===== config.mk =====
export PLATFORM = sky130hd
export DESIGN_NAME = decimal_triple_record_parser_unit
export DESIGN_NICKNAME = d
export VERILOG_FILES = /design/src/sv/dtrp_pkg.sv /design/src/sv/decimal_triple_record_parser_unit.sv /design/src/sv/dtrp_in_reg.sv /design/src/sv/dtrp_parse_core.sv
export VERILOG_INCLUDE_DIRS = /design/src /design/src/sv
export SDC_FILE = /design/constraint.sdc
export NUM_CORES = 1
export LEC_CHECK = 0
export ABC_AREA = 1
export BUFFER_PORTS_ARGS = -buffer_cell sky130_fd_sc_hd__buf_2
export CAP_MARGIN = 40
export CORE_ASPECT_RATIO = 0.8
export CORE_MARGIN = 3
export CORE_UTILIZATION = 45
export DETAILED_ROUTE_END_ITERATION = 12
export GPL_ROUTABILITY_DRIVEN = 0
export SYNTH_ARGS = -nofsm -noshare
export SYNTH_HDL_FRONTEND = slang
export SYNTH_HIERARCHICAL = 1
export SYNTH_SLANG_ARGS = --single-unit

===== constraint.sdc =====
create_clock -name clk_i -period 4.8 [get_ports clk_i]
set_clock_uncertainty 0.2 [all_clocks]
set_input_delay 0.96 -clock clk_i [delete_from_list [all_inputs] [get_ports clk_i]]
set_output_delay 0.96 -clock clk_i [all_outputs]
set_load 0.02 [all_outputs]

===== src/sv/decimal_triple_record_parser_unit_macros.svh =====
// Assertion macros for the record parser.
`ifndef DECIMAL_TRIPLE_RECORD_PARSER_UNIT_MACROS_SVH
`define DECIMAL_TRIPLE_RECORD_PARSER_UNIT_MACROS_SVH

`ifndef SYNTH
`define DTRP_ASSERT(lbl, clk, rst_n, prop) \
  lbl: assert property (@(posedge clk) disable iff (!rst_n) prop) \
    else $error("dtrp assertion failed");
`define DTRP_ASSERT_ALWAYS(lbl, clk, prop) \
  lbl: assert property (@(posedge clk) prop) \
    else $error("dtrp assertion failed");
`else
`define DTRP_ASSERT(lbl, clk, rst_n, prop)
`define DTRP_ASSERT_ALWAYS(lbl, clk, prop)
`endif

`endif


===== src/sv/dtrp_pkg.sv =====
package dtrp_pkg;

  localparam logic [7:0] CH_ZERO    = 8'h30;
  localparam logic [7:0] CH_NINE    = 8'h39;
  localparam logic [7:0] CH_NEWLINE = 8'h0A;

  localparam int unsigned ID_BITS     = 32;
  localparam int unsigned AMOUNT_BITS = 31;

  localparam logic [1:0] FIELD_SOURCE = 2'd0;
  localparam logic [1:0] FIELD_DEST   = 2'd1;
  localparam logic [1:0] FIELD_AMOUNT = 2'd2;
  localparam logic [1:0] FIELD_EXTRA  = 2'd3;

  typedef struct packed {
    logic       valid;
    logic [7:0] data;
  } word_t;

endpackage


===== src/sv/decimal_triple_record_parser_unit.sv =====
// Parses a byte stream of text lines, each holding up to three unsigned decimal
// numbers (source, destination, amount) separated by any non-digit bytes; fields
// past the third are ignored. On newline a record word is issued when the amount
// lies in 1 to 2^31-1, and all fields are cleared. Accumulators are VALUE_BITS wide
// and wrap; ids are issued in their low 32 bits. The block takes one byte per
// cycle unless stalled: a byte is held in the input register, then folded into
// the field accumulator, whose single shift-and-add update per cycle sets that
// rate. A record is loaded into the output register at the edge that takes its
// newline from the input register, if the output is free or draining; a waiting
// record stalls the input only when the next newline would issue another one.
`include "decimal_triple_record_parser_unit_macros.svh"

module decimal_triple_record_parser_unit #(
  parameter int unsigned VALUE_BITS = 32
) (
  input  logic                             clk_i,
  input  logic                             rst_ni,
  input  logic                             in_valid_i,
  output logic                             in_stall_o,
  input  logic [7:0]                       in_byte_i,
  output logic                             out_valid_o,
  input  logic                             out_stall_i,
  output logic [dtrp_pkg::ID_BITS-1:0]     source_id_o,
  output logic [dtrp_pkg::ID_BITS-1:0]     dest_id_o,
  output logic [dtrp_pkg::AMOUNT_BITS-1:0] amount_o
);

  dtrp_pkg::word_t word;
  logic            take;
  logic            take_nl;

  dtrp_in_reg u_in_reg (
    .clk_i      (clk_i),
    .rst_ni     (rst_ni),
    .in_valid_i (in_valid_i),
    .in_byte_i  (in_byte_i),
    .in_stall_o (in_stall_o),
    .take_i     (take),
    .word_o     (word)
  );

  dtrp_parse_core #(
    .VALUE_BITS (VALUE_BITS)
  ) u_core (
    .clk_i       (clk_i),
    .rst_ni      (rst_ni),
    .word_i      (word),
    .take_o      (take),
    .out_valid_o (out_valid_o),
    .out_stall_i (out_stall_i),
    .source_id_o (source_id_o),
    .dest_id_o   (dest_id_o),
    .amount_o    (amount_o)
  );

  assign take_nl = take && (word.data == dtrp_pkg::CH_NEWLINE);

  `DTRP_ASSERT(a_rec_after_newline, clk_i, rst_ni, $rose(out_valid_o) |-> $past(take_nl))
  `DTRP_ASSERT(a_stall_only_when_held, clk_i, rst_ni, in_stall_o |-> word.valid)
  `DTRP_ASSERT_ALWAYS(a_amount_nonzero, clk_i, out_valid_o |-> (amount_o != '0))

endmodule


===== src/sv/dtrp_in_reg.sv =====
module dtrp_in_reg (
  input  logic           clk_i,
  input  logic           rst_ni,
  input  logic           in_valid_i,
  input  logic [7:0]     in_byte_i,
  output logic           in_stall_o,
  input  logic           take_i,
  output dtrp_pkg::word_t word_o
);

  logic       valid_q, valid_d;
  logic [7:0] data_q;
  logic       load;

  assign in_stall_o = valid_q && !take_i;
  assign load       = in_valid_i && !in_stall_o;

  always_comb begin
    valid_d = valid_q;
    if (load) begin
      valid_d = 1'b1;
    end else if (take_i) begin
      valid_d = 1'b0;
    end
  end

  always_ff @(posedge clk_i or negedge rst_ni) begin
    if (!rst_ni) begin
      valid_q <= 1'b0;
    end else begin
      valid_q <= valid_d;
    end
  end

  always_ff @(posedge clk_i) begin
    if (load) begin
      data_q <= in_byte_i;
    end
  end

  assign word_o.valid = valid_q;
  assign word_o.data  = data_q;

endmodule


===== src/sv/dtrp_parse_core.sv =====
module dtrp_parse_core #(
  parameter int unsigned VALUE_BITS = 32
) (
  input  logic                             clk_i,
  input  logic                             rst_ni,
  input  dtrp_pkg::word_t                  word_i,
  output logic                             take_o,
  output logic                             out_valid_o,
  input  logic                             out_stall_i,
  output logic [dtrp_pkg::ID_BITS-1:0]     source_id_o,
  output logic [dtrp_pkg::ID_BITS-1:0]     dest_id_o,
  output logic [dtrp_pkg::AMOUNT_BITS-1:0] amount_o
);

  logic [VALUE_BITS-1:0] first_q, first_d;
  logic [VALUE_BITS-1:0] second_q, second_d;
  logic [VALUE_BITS-1:0] third_q, third_d;
  logic [1:0]            field_q, field_d;
  logic                  inside_q, inside_d;

  logic                  is_digit;
  logic                  is_newline;
  logic [3:0]            digit;
  logic [VALUE_BITS-1:0] sel_value;
  logic [VALUE_BITS-1:0] acc_value;
  logic [63:0]           first_w, second_w, third_w;
  logic                  amount_ok;
  logic                  emit;

  logic                             out_valid_q, out_valid_d;
  logic [dtrp_pkg::ID_BITS-1:0]     source_q;
  logic [dtrp_pkg::ID_BITS-1:0]     dest_q;
  logic [dtrp_pkg::AMOUNT_BITS-1:0] amount_q;

  assign is_digit   = (word_i.data >= dtrp_pkg::CH_ZERO) && (word_i.data <= dtrp_pkg::CH_NINE);
  assign is_newline = (word_i.data == dtrp_pkg::CH_NEWLINE);
  assign digit      = word_i.data[3:0];

  always_comb begin
    case (field_q)
      dtrp_pkg::FIELD_SOURCE: sel_value = first_q;
      dtrp_pkg::FIELD_DEST:   sel_value = second_q;
      dtrp_pkg::FIELD_AMOUNT: sel_value = third_q;
      default:                sel_value = '0;
    endcase
  end

  // x10 as shift-and-add, wrapped to the accumulator width
  assign acc_value = (sel_value << 3) + (sel_value << 1) + VALUE_BITS'(digit);

  assign first_w   = 64'(first_q);
  assign second_w  = 64'(second_q);
  assign third_w   = 64'(third_q);
  assign amount_ok = (third_w != 64'd0) && (third_w[63:dtrp_pkg::AMOUNT_BITS] == '0);

  assign emit   = !is_digit && is_newline && amount_ok;
  assign take_o = word_i.valid && (!emit || !out_valid_q || !out_stall_i);

  always_comb begin
    first_d  = first_q;
    second_d = second_q;
    third_d  = third_q;
    field_d  = field_q;
    inside_d = inside_q;
    if (is_digit) begin
      case (field_q)
        dtrp_pkg::FIELD_SOURCE: first_d  = acc_value;
        dtrp_pkg::FIELD_DEST:   second_d = acc_value;
        dtrp_pkg::FIELD_AMOUNT: third_d  = acc_value;
        default: ;
      endcase
      inside_d = 1'b1;
    end else begin
      if (inside_q && (field_q != dtrp_pkg::FIELD_EXTRA)) begin
        field_d = field_q + 2'd1;
      end
      inside_d = 1'b0;
      if (is_newline) begin
        first_d  = '0;
        second_d = '0;
        third_d  = '0;
        field_d  = dtrp_pkg::FIELD_SOURCE;
      end
    end
  end

  always_ff @(posedge clk_i or negedge rst_ni) begin
    if (!rst_ni) begin
      first_q  <= '0;
      second_q <= '0;
      third_q  <= '0;
      field_q  <= dtrp_pkg::FIELD_SOURCE;
      inside_q <= 1'b0;
    end else if (take_o) begin
      first_q  <= first_d;
      second_q <= second_d;
      third_q  <= third_d;
      field_q  <= field_d;
      inside_q <= inside_d;
    end
  end

  always_comb begin
    out_valid_d = out_valid_q;
    if (take_o && emit) begin
      out_valid_d = 1'b1;
    end else if (!out_stall_i) begin
      out_valid_d = 1'b0;
    end
  end

  always_ff @(posedge clk_i or negedge rst_ni) begin
    if (!rst_ni) begin
      out_valid_q <= 1'b0;
    end else begin
      out_valid_q <= out_valid_d;
    end
  end

  always_ff @(posedge clk_i) begin
    if (take_o && emit) begin
      source_q <= first_w[dtrp_pkg::ID_BITS-1:0];
      dest_q   <= second_w[dtrp_pkg::ID_BITS-1:0];
      amount_q <= third_w[dtrp_pkg::AMOUNT_BITS-1:0];
    end
  end

  assign out_valid_o = out_valid_q;
  assign source_id_o = source_q;
  assign dest_id_o   = dest_q;
  assign amount_o    = amount_q;

endmodule

==> impl_metrics.tcl, run 1 <==
set metrics [dict create \
    outcome "finished clean" \
    yosys_warnings 6 \
    final_cell_area_mm2 0.0123 \
    max-cap-violations 0 \
    nets 1468 \
    path_clk_slew_ns 0.06 \
    n_antenna_cell 0 \
    synth_top_family_by_area "simple AND/OR/NAND/NOR gates" \
    postPlaceCellArea_mm2 0.0116 \
    finalHoldViolations 0 \
    worst_hold_path_type "in -> async" \
    avgViaCountPerCell 5.00 \
    finalCritPeriodShare_pct 78.6 \
    drt-total-wl_um 26400 \
    wire_per_inst_um 15.4 \
    cp_max_fo 19 \
    core_area_mm2 0.0229 \
    cts_buffers 21 \
    die_w_um 178 \
    r2r_cells 18 \
    io_buffers 108 \
    synthXorXnorAreaFrac_pct 0.246 \
    final_util_pct 53.7 \
    num_rows 49 \
    slowest_stage "fa_1" \
    grt_pass1_vias 8167 \
    cp-end-kind "flop" \
    synth-compound-area-share_pct 3.31 \
    required_ns 4.98 \
    grt_max_degree 56 \
    path_buf_inv 3 \
    path_cells "inv_1 -> ha_1 -> buf_4 -> nand2_1 -> nand3_1 -> nand2_1 -> inv_1 -> fa_1 -> fa_1 -> nand3_1 -> nand3_1 -> nand3_1 -> nand3b_1 -> nand2_1 -> nand2_1 -> or2_2 -> nand3_1 -> nand2_1" \
    vias 8552 \
    synth_top_area_share_pct 29.0 \
    drive_above_1_share_pct 12.7 \
    r2r_start "u_core/field_q[0]" \
    mostFrequentLayoutCells "nand2_1 (548), inv_1 (140), buf_2 (107)" \
    grt_usage_pct 21.0 \
    die_area_mm2 0.0256 \
    drt_first_pass_iters 7 \
    cpLargestDelayFamily "simple AND/OR/NAND/NOR gates" \
    synthMuxAreaShare_pct 0 \
    relSlewSlack_pct 42.7 \
    antenna_found_initial 0 \
    cts_tree "yes" \
    ys_ff_latch 204 \
    drc 0 \
    finalSetupViolCount 0 \
    syn_nets 1355 \
    max_stage_delay_ns 0.51 \
    area_delta_synth_final_pct 15.1 \
    p_leak_nw 6.95 \
    htreeDepth 1 \
    num_io_pins 109 \
    rsz0062_at_grt "false" \
    synth_area_per_cell_um2 8.35 \
    drtIter0Drc 719 \
    grt_first_pass_wirelength_um 43100 \
    die_h_um 144 \
    ctsResizeCount 0 \
    period_needed_ns 3.77 \
    rrSetupSlack_ns 1.03 \
    startpoint_type "flop" \
    initial_core_util_pct 46.7 \
    finalSetupTns_ns 0 \
    ctsHoldBuffers 0 \
    synth-simple-area-share_pct 29.2 \
    reg2reg_to "u_core/third_q[22]" \
    crit_type "reg -> reg" \
    netlist_area_mm2 0.0107 \
    yosysTopAreaCell "edfxtp_1" \
    synth_cells 1279 \
    clockBufferDepth 3 \
    globalRouteOverflowTotal 0 \
    layout_commonest_cell "nand2_1" \
    crit_arrival_ns 3.95 \
    yosysUniqueCellTypes 36 \
    cts_num_sinks 204 \
    synth_area_leaders "edfxtp_1 (29%), dfrtp_1 (24%), nand2_1 (19%)" \
    postCtsSetupRepairBufs 0 \
    dp_hpwl_um 18900 \
    clk_latency_ns 0.50 \
    powerDensity_mw_per_mm2 315 \
    yosysSeqAreaShare_pct 52.7 \
    p_total_w 0.00387 \
    synth_fa_ha_area_share_pct 7.64 \
    final_max_slew_viol_count 0 \
    fmaxAchievable_mhz 265 \
    worstMarginPinSlew_ns 0.858 \
    root_buffer "clkbuf_16" \
    antenna_left 0 \
    ir_worst_vdd_v 0.000207 \
]
[flip-flops by register name, indices dropped and copies added, names as in the netlist]
name / flops
u_core/source_id_o: 32
u_core/field_q: 2
u_core/third_q: 32
u_core/out_valid_o: 1
u_core/first_q: 32
u_core/amount_o: 31
u_core/second_q: 32
u_core/dest_id_o: 32
u_in_reg/valid_q: 1
u_in_reg/data_q: 8
u_core/inside_q: 1
[routing by layer]
layer  vias up  part of all wire, %  GRT usage, %
met5         -                    0             0
met4         0                  1.8          3.81
met3        33                  6.6          3.43
met2       256                   40          31.0
met1      3939                   51          32.9
li1       4324                    -             -
[report_power, final]
part	internal (W)	switching [W]
Combinational	0.0000775	0.000261
Sequential	0.00184	0.0000160
Clock	0.00101	0.000660
Total	0.00293	0.000938
[worst max path at each step]
stage	start	end	cells after the start
floorplan	out_stall_i	u_core/amount_o[0]	7
global placement	u_core/field_q[0]	u_core/first_q[22]	18
detailed placement	u_core/field_q[0]	u_core/third_q[22]	18
CTS	u_core/field_q[0]	u_core/third_q[22]	18
global route	u_core/field_q[0]	u_core/first_q[18]	19
finish	u_core/field_q[0]	u_core/third_q[22]	18
[layout make-up]
class | instances | area, µm²
clock buffer | 29 | 618
clock inverter | 8 | 97.6
fill | 2186 | 10600
inverter | 146 | 549
multi-input combinational | 894 | 4310
sequential | 204 | 5620
tap | 306 | 383
timing repair buffer | 125 | 703
[kinds of logic after synthesis]
| family | after synthesis |
|---|---|
| DFF | 204 |
| adders and majority gates | 64 |
| buffers and inverters | 181 |
| and+or+nand+nor | 760 |
| AOI/OAI and AO/OA | 67 |
| xor gates and xnor gates | 3 |
[Yosys cell counts]
| library cell | number |
|---|---|
| inv_2 | 4 |
| dfrtp_1 | 101 |
| a21o_1 | 2 |
| nand3_2 | 1 |
| nand2_4 | 1 |
| buf_6 | 5 |
| fa_1 | 2 |
| buf_2 | 12 |
| nor2_4 | 3 |
| a21boi_0 | 1 |
| o21ai_2 | 1 |
| nor3b_1 | 1 |
| nand4_1 | 22 |
| a21oi_1 | 28 |
| and3_1 | 1 |
| ha_1 | 62 |
| clkbuf_1 | 15 |
| nor2_1 | 76 |
| o21ai_1 | 25 |
| inv_1 | 141 |
| and2_1 | 5 |
| nor2_2 | 1 |
| nand2_1 | 548 |
| buf_1 | 1 |
| a21oi_2 | 1 |
| edfxtp_1 | 103 |
| nand4_2 | 1 |
| o21bai_1 | 1 |
| xnor2_1 | 3 |
| clkinv_1 | 1 |
| o21ai_0 | 8 |
| nor3_1 | 5 |
| or2_2 | 6 |
| nand3_1 | 84 |
| buf_4 | 2 |
| nand3b_1 | 5 |
[through the flow]
step / setup WS (ns) / hold slack [ns] / cells
6_report: 1.03 / 0.173 / 1712
5_1_grt: 0.754 / 0.180 / 1712
4_1_cts: 1.07 / 0.166 / 1712
3_5_place_dp: 1.07 / 0.247 / 1675
3_3_place_gp: 1.16 / 0.243 / 1674
2_1_floorplan: 0.822 / 0.225 / 1279
Power figures use the tool's default switching activity.
==> run 2, diff against run 1 <==
--- a/config.mk
+++ b/config.mk
@@ -14,6 +14,7 @@
 export CORE_UTILIZATION = 45
 export DETAILED_ROUTE_END_ITERATION = 12
 export GPL_ROUTABILITY_DRIVEN = 0
+export PLACE_DENSITY = 0.66
 export SYNTH_ARGS = -nofsm -noshare
 export SYNTH_HDL_FRONTEND = slang
 export SYNTH_HIERARCHICAL = 1
==> constraint.sdc (replaced) <==
create_clock -name clk_i -period 3.1 [get_ports clk_i]
set_clock_uncertainty 0.2 [all_clocks]
set_input_delay 0.62 -clock clk_i [delete_from_list [all_inputs] [get_ports clk_i]]
set_output_delay 0.62 -clock clk_i [all_outputs]
set_load 0.02 [all_outputs]
==> run 2 against run 1 <==
- total power is 57% higher
- worst setup slack worse by 1.3 ns
- die area stayed put
- cell count is 6.0% higher
- first-iteration DRC count is 52% higher
- core utilization is 13 points higher
- clock power is 34% higher
- the flow now finishes with violations (setup timing)
- sequential power is 55% higher
- critical path depth is 4 higher
- hold slack worse by 0.069 ns
- global-route usage is 2.2 points higher
- flip-flop and latch count stayed put
==> impl_metrics.tcl, run 2 (synthesis gave the netlist of run 1 again) <==
set metrics [dict create \
    outcome "complete, but fails checks" \
    failed_checks "setup timing" \
    path_cells "inv_2 -> buf_6 -> ha_4 -> buf_12 -> nand2_2 -> nand3_2 -> nand2_2 -> inv_2 -> ha_4 -> ha_4 -> nand2_4 -> buf_6 -> inv_2 -> nand2_1 -> nand2_1 -> nand2_1 -> nand3b_1 -> nand2_1 -> nand2_2 -> or2_4 -> nand3_1 -> nand2_1" \
    nets 1573 \
    area_delta_synth_final_pct 43.3 \
    clk_latency_ns 0.50 \
    cts_tree "yes" \
    cts_num_sinks 204 \
    layout_commonest_cell "nand2_1" \
    die_w_um 178 \
    final_max_slew_viol_count 0 \
    drt-total-wl_um 33300 \
    num_rows 49 \
    n_antenna_cell 0 \
    ir_worst_vdd_v 0.000364 \
    die_h_um 144 \
    path_clk_slew_ns 0.06 \
    wire_per_inst_um 18.4 \
    p_total_w 0.00607 \
    die_area_mm2 0.0256 \
    mostFrequentLayoutCells "nand2_1 (412), buf_2 (107), nand2_2 (103), edfxtp_1 (103), dfrtp_1 (98)" \
    drt_first_pass_iters 7 \
    root_buffer "clkbuf_16" \
    antenna_left 0 \
    globalRouteOverflowTotal 0 \
    core_area_mm2 0.0229 \
    finalSetupViolCount 71 \
    timing.hold.ws_ns 0.104 \
    cp_max_fo 7 \
    max_stage_delay_ns 0.40 \
    grt_usage_pct 23.2 \
    p_sw_w 0.00154 \
    avgViaCountPerCell 5.41 \
    io_buffers 108 \
    slowest_stage "dfrtp_1" \
    crit_top_cell "nand2_1" \
    dp_slack_ns -0.332 \
    powerDensity_mw_per_mm2 397 \
    grt_first_pass_wirelength_um 47200 \
    crit_type "reg -> reg" \
    num_io_pins 109 \
    grt_pass1_vias 9021 \
    finalHoldViolations 0 \
    drtIter0Drc 1095 \
    grt_max_degree 53 \
    clockBufferDepth 3 \
    p_leak_nw 8.03 \
    initial_core_util_pct 46.7 \
    drc 0 \
    intPower_w 0.00453 \
    path_buf_inv 6 \
    drive_above_1_share_pct 44.1 \
    max-cap-violations 0 \
    seqPwrFrac_pct 47.4 \
    p_clk_share_pct 36.7 \
    p_sw_share_pct 25.4 \
    htreeDepth 1 \
    required_ns 3.29 \
    finalWorstSetupSlack_ns -0.254 \
    comb_power_share_pct 15.9 \
    cp-end-kind "flop" \
    relSlewSlack_pct 53.0 \
    worstMarginPinSlew_ns 0.705 \
    fmaxAchievable_mhz 298 \
    startpoint_type "flop" \
    rsz0062_at_grt "true" \
    antenna_found_initial 0 \
    dp_hpwl_um 20000 \
    cts_buffers 20 \
    period_needed_ns 3.35 \
    vias 9815 \
    finalCritPeriodShare_pct 108 \
    crit_arrival_ns 3.54 \
    cpLargestDelayFamily "simple AND/OR/NAND/NOR gates" \
    worst_hold_path_type "in -> reg" \
]
-- run 2: area by class of cell --
| cell class | instances | area [µm²] |
|---|---|---|
| Clock buffer | 29 | 566 |
| Clock inverter | 4 | 23.8 |
| Fill cell | 1638 | 7570 |
| Inverter | 146 | 586 |
| Multi-Input combinational cell | 894 | 6400 |
| Sequential cell | 204 | 5620 |
| Tap cell | 306 | 383 |
| Timing Repair Buffer | 231 | 1710 |
-- run 2: final timing paths --
path,start,to,slack [ns],depth (start not counted)
min in group asynchronous,rst_ni,u_core/second_q[27],0.51,2
max in group asynchronous,rst_ni,u_core/third_q[19],1.45,3
hold reg to reg,u_core/first_q[9],u_core/source_id_o[9],0.28,0
setup reg to reg,u_core/field_q[0],u_core/second_q[22],-0.25,22
setup / recovery,u_core/field_q[0],u_core/second_q[22],-0.25,22
hold / removal,in_byte_i[3],u_in_reg/data_q[3],0.10,1
-- run 2: stage by stage --
stage | setup TNS, ns | instances | area, µm² | utilization, %
final | -9.76 | 1814 | 15300 | 66.9
after global routing | -20.78 | 1814 | 15300 | 66.9
after detailed placement | -13.86 | 1749 | 12400 | 54.4
after floorplan | -8.01 | 1279 | 10900 | -
after CTS | -2.28 | 1795 | 14000 | 61.1
after global placement | -8.80 | 1749 | 12400 | 54.4
-- run 2: repair_timing --
item,CTS,global route
pin swaps,26,98
gates resized for setup,152,326
gates cloned,1,2
setup endpoints to repair,78,82
buffers inserted,13,23
endpoints found under the hold margin,29,0
hold buffers,1,0
-- run 2: per-layer routing --
metal	GRT usage [%]	part of all wire, %	vias up	routed length [µm]
li1	-	-	4523	-
met1	34.1	41	4647	13700
met2	35.7	45	527	15100
met3	4.78	10	118	3350
met4	5.45	3.6	0	1190
met5	0	0	-	0
-- run 2: power groups by stage --
stage	Sequential [W]	Clock, W	Combinational (W)
6_report	0.00288	0.00223	0.000962
5_1_grt	0.00288	0.00241	0.00100
4_1_cts	0.00288	0.00229	0.000831
3_5_place_dp	0.00294	0	0.000696
3_3_place_gp	0.00293	0	0.000688
2_1_floorplan	0.00293	0	0.000376
-- run 2: worst reg2reg max path, stage by stage (launching register included) --
cell	delay [ns]
dfrtp_1	0.40
inv_2	0.07
buf_6	0.10
ha_4	0.25
buf_12	0.16
nand2_2	0.06
nand3_2	0.07
nand2_2	0.05
inv_2	0.09
ha_4	0.22
ha_4	0.27
nand2_4	0.09
buf_6	0.11
inv_2	0.03
nand2_1	0.07
nand2_1	0.07
nand2_1	0.06
nand3b_1	0.22
nand2_1	0.15
nand2_2	0.10
or2_4	0.26
nand3_1	0.08
nand2_1	0.05
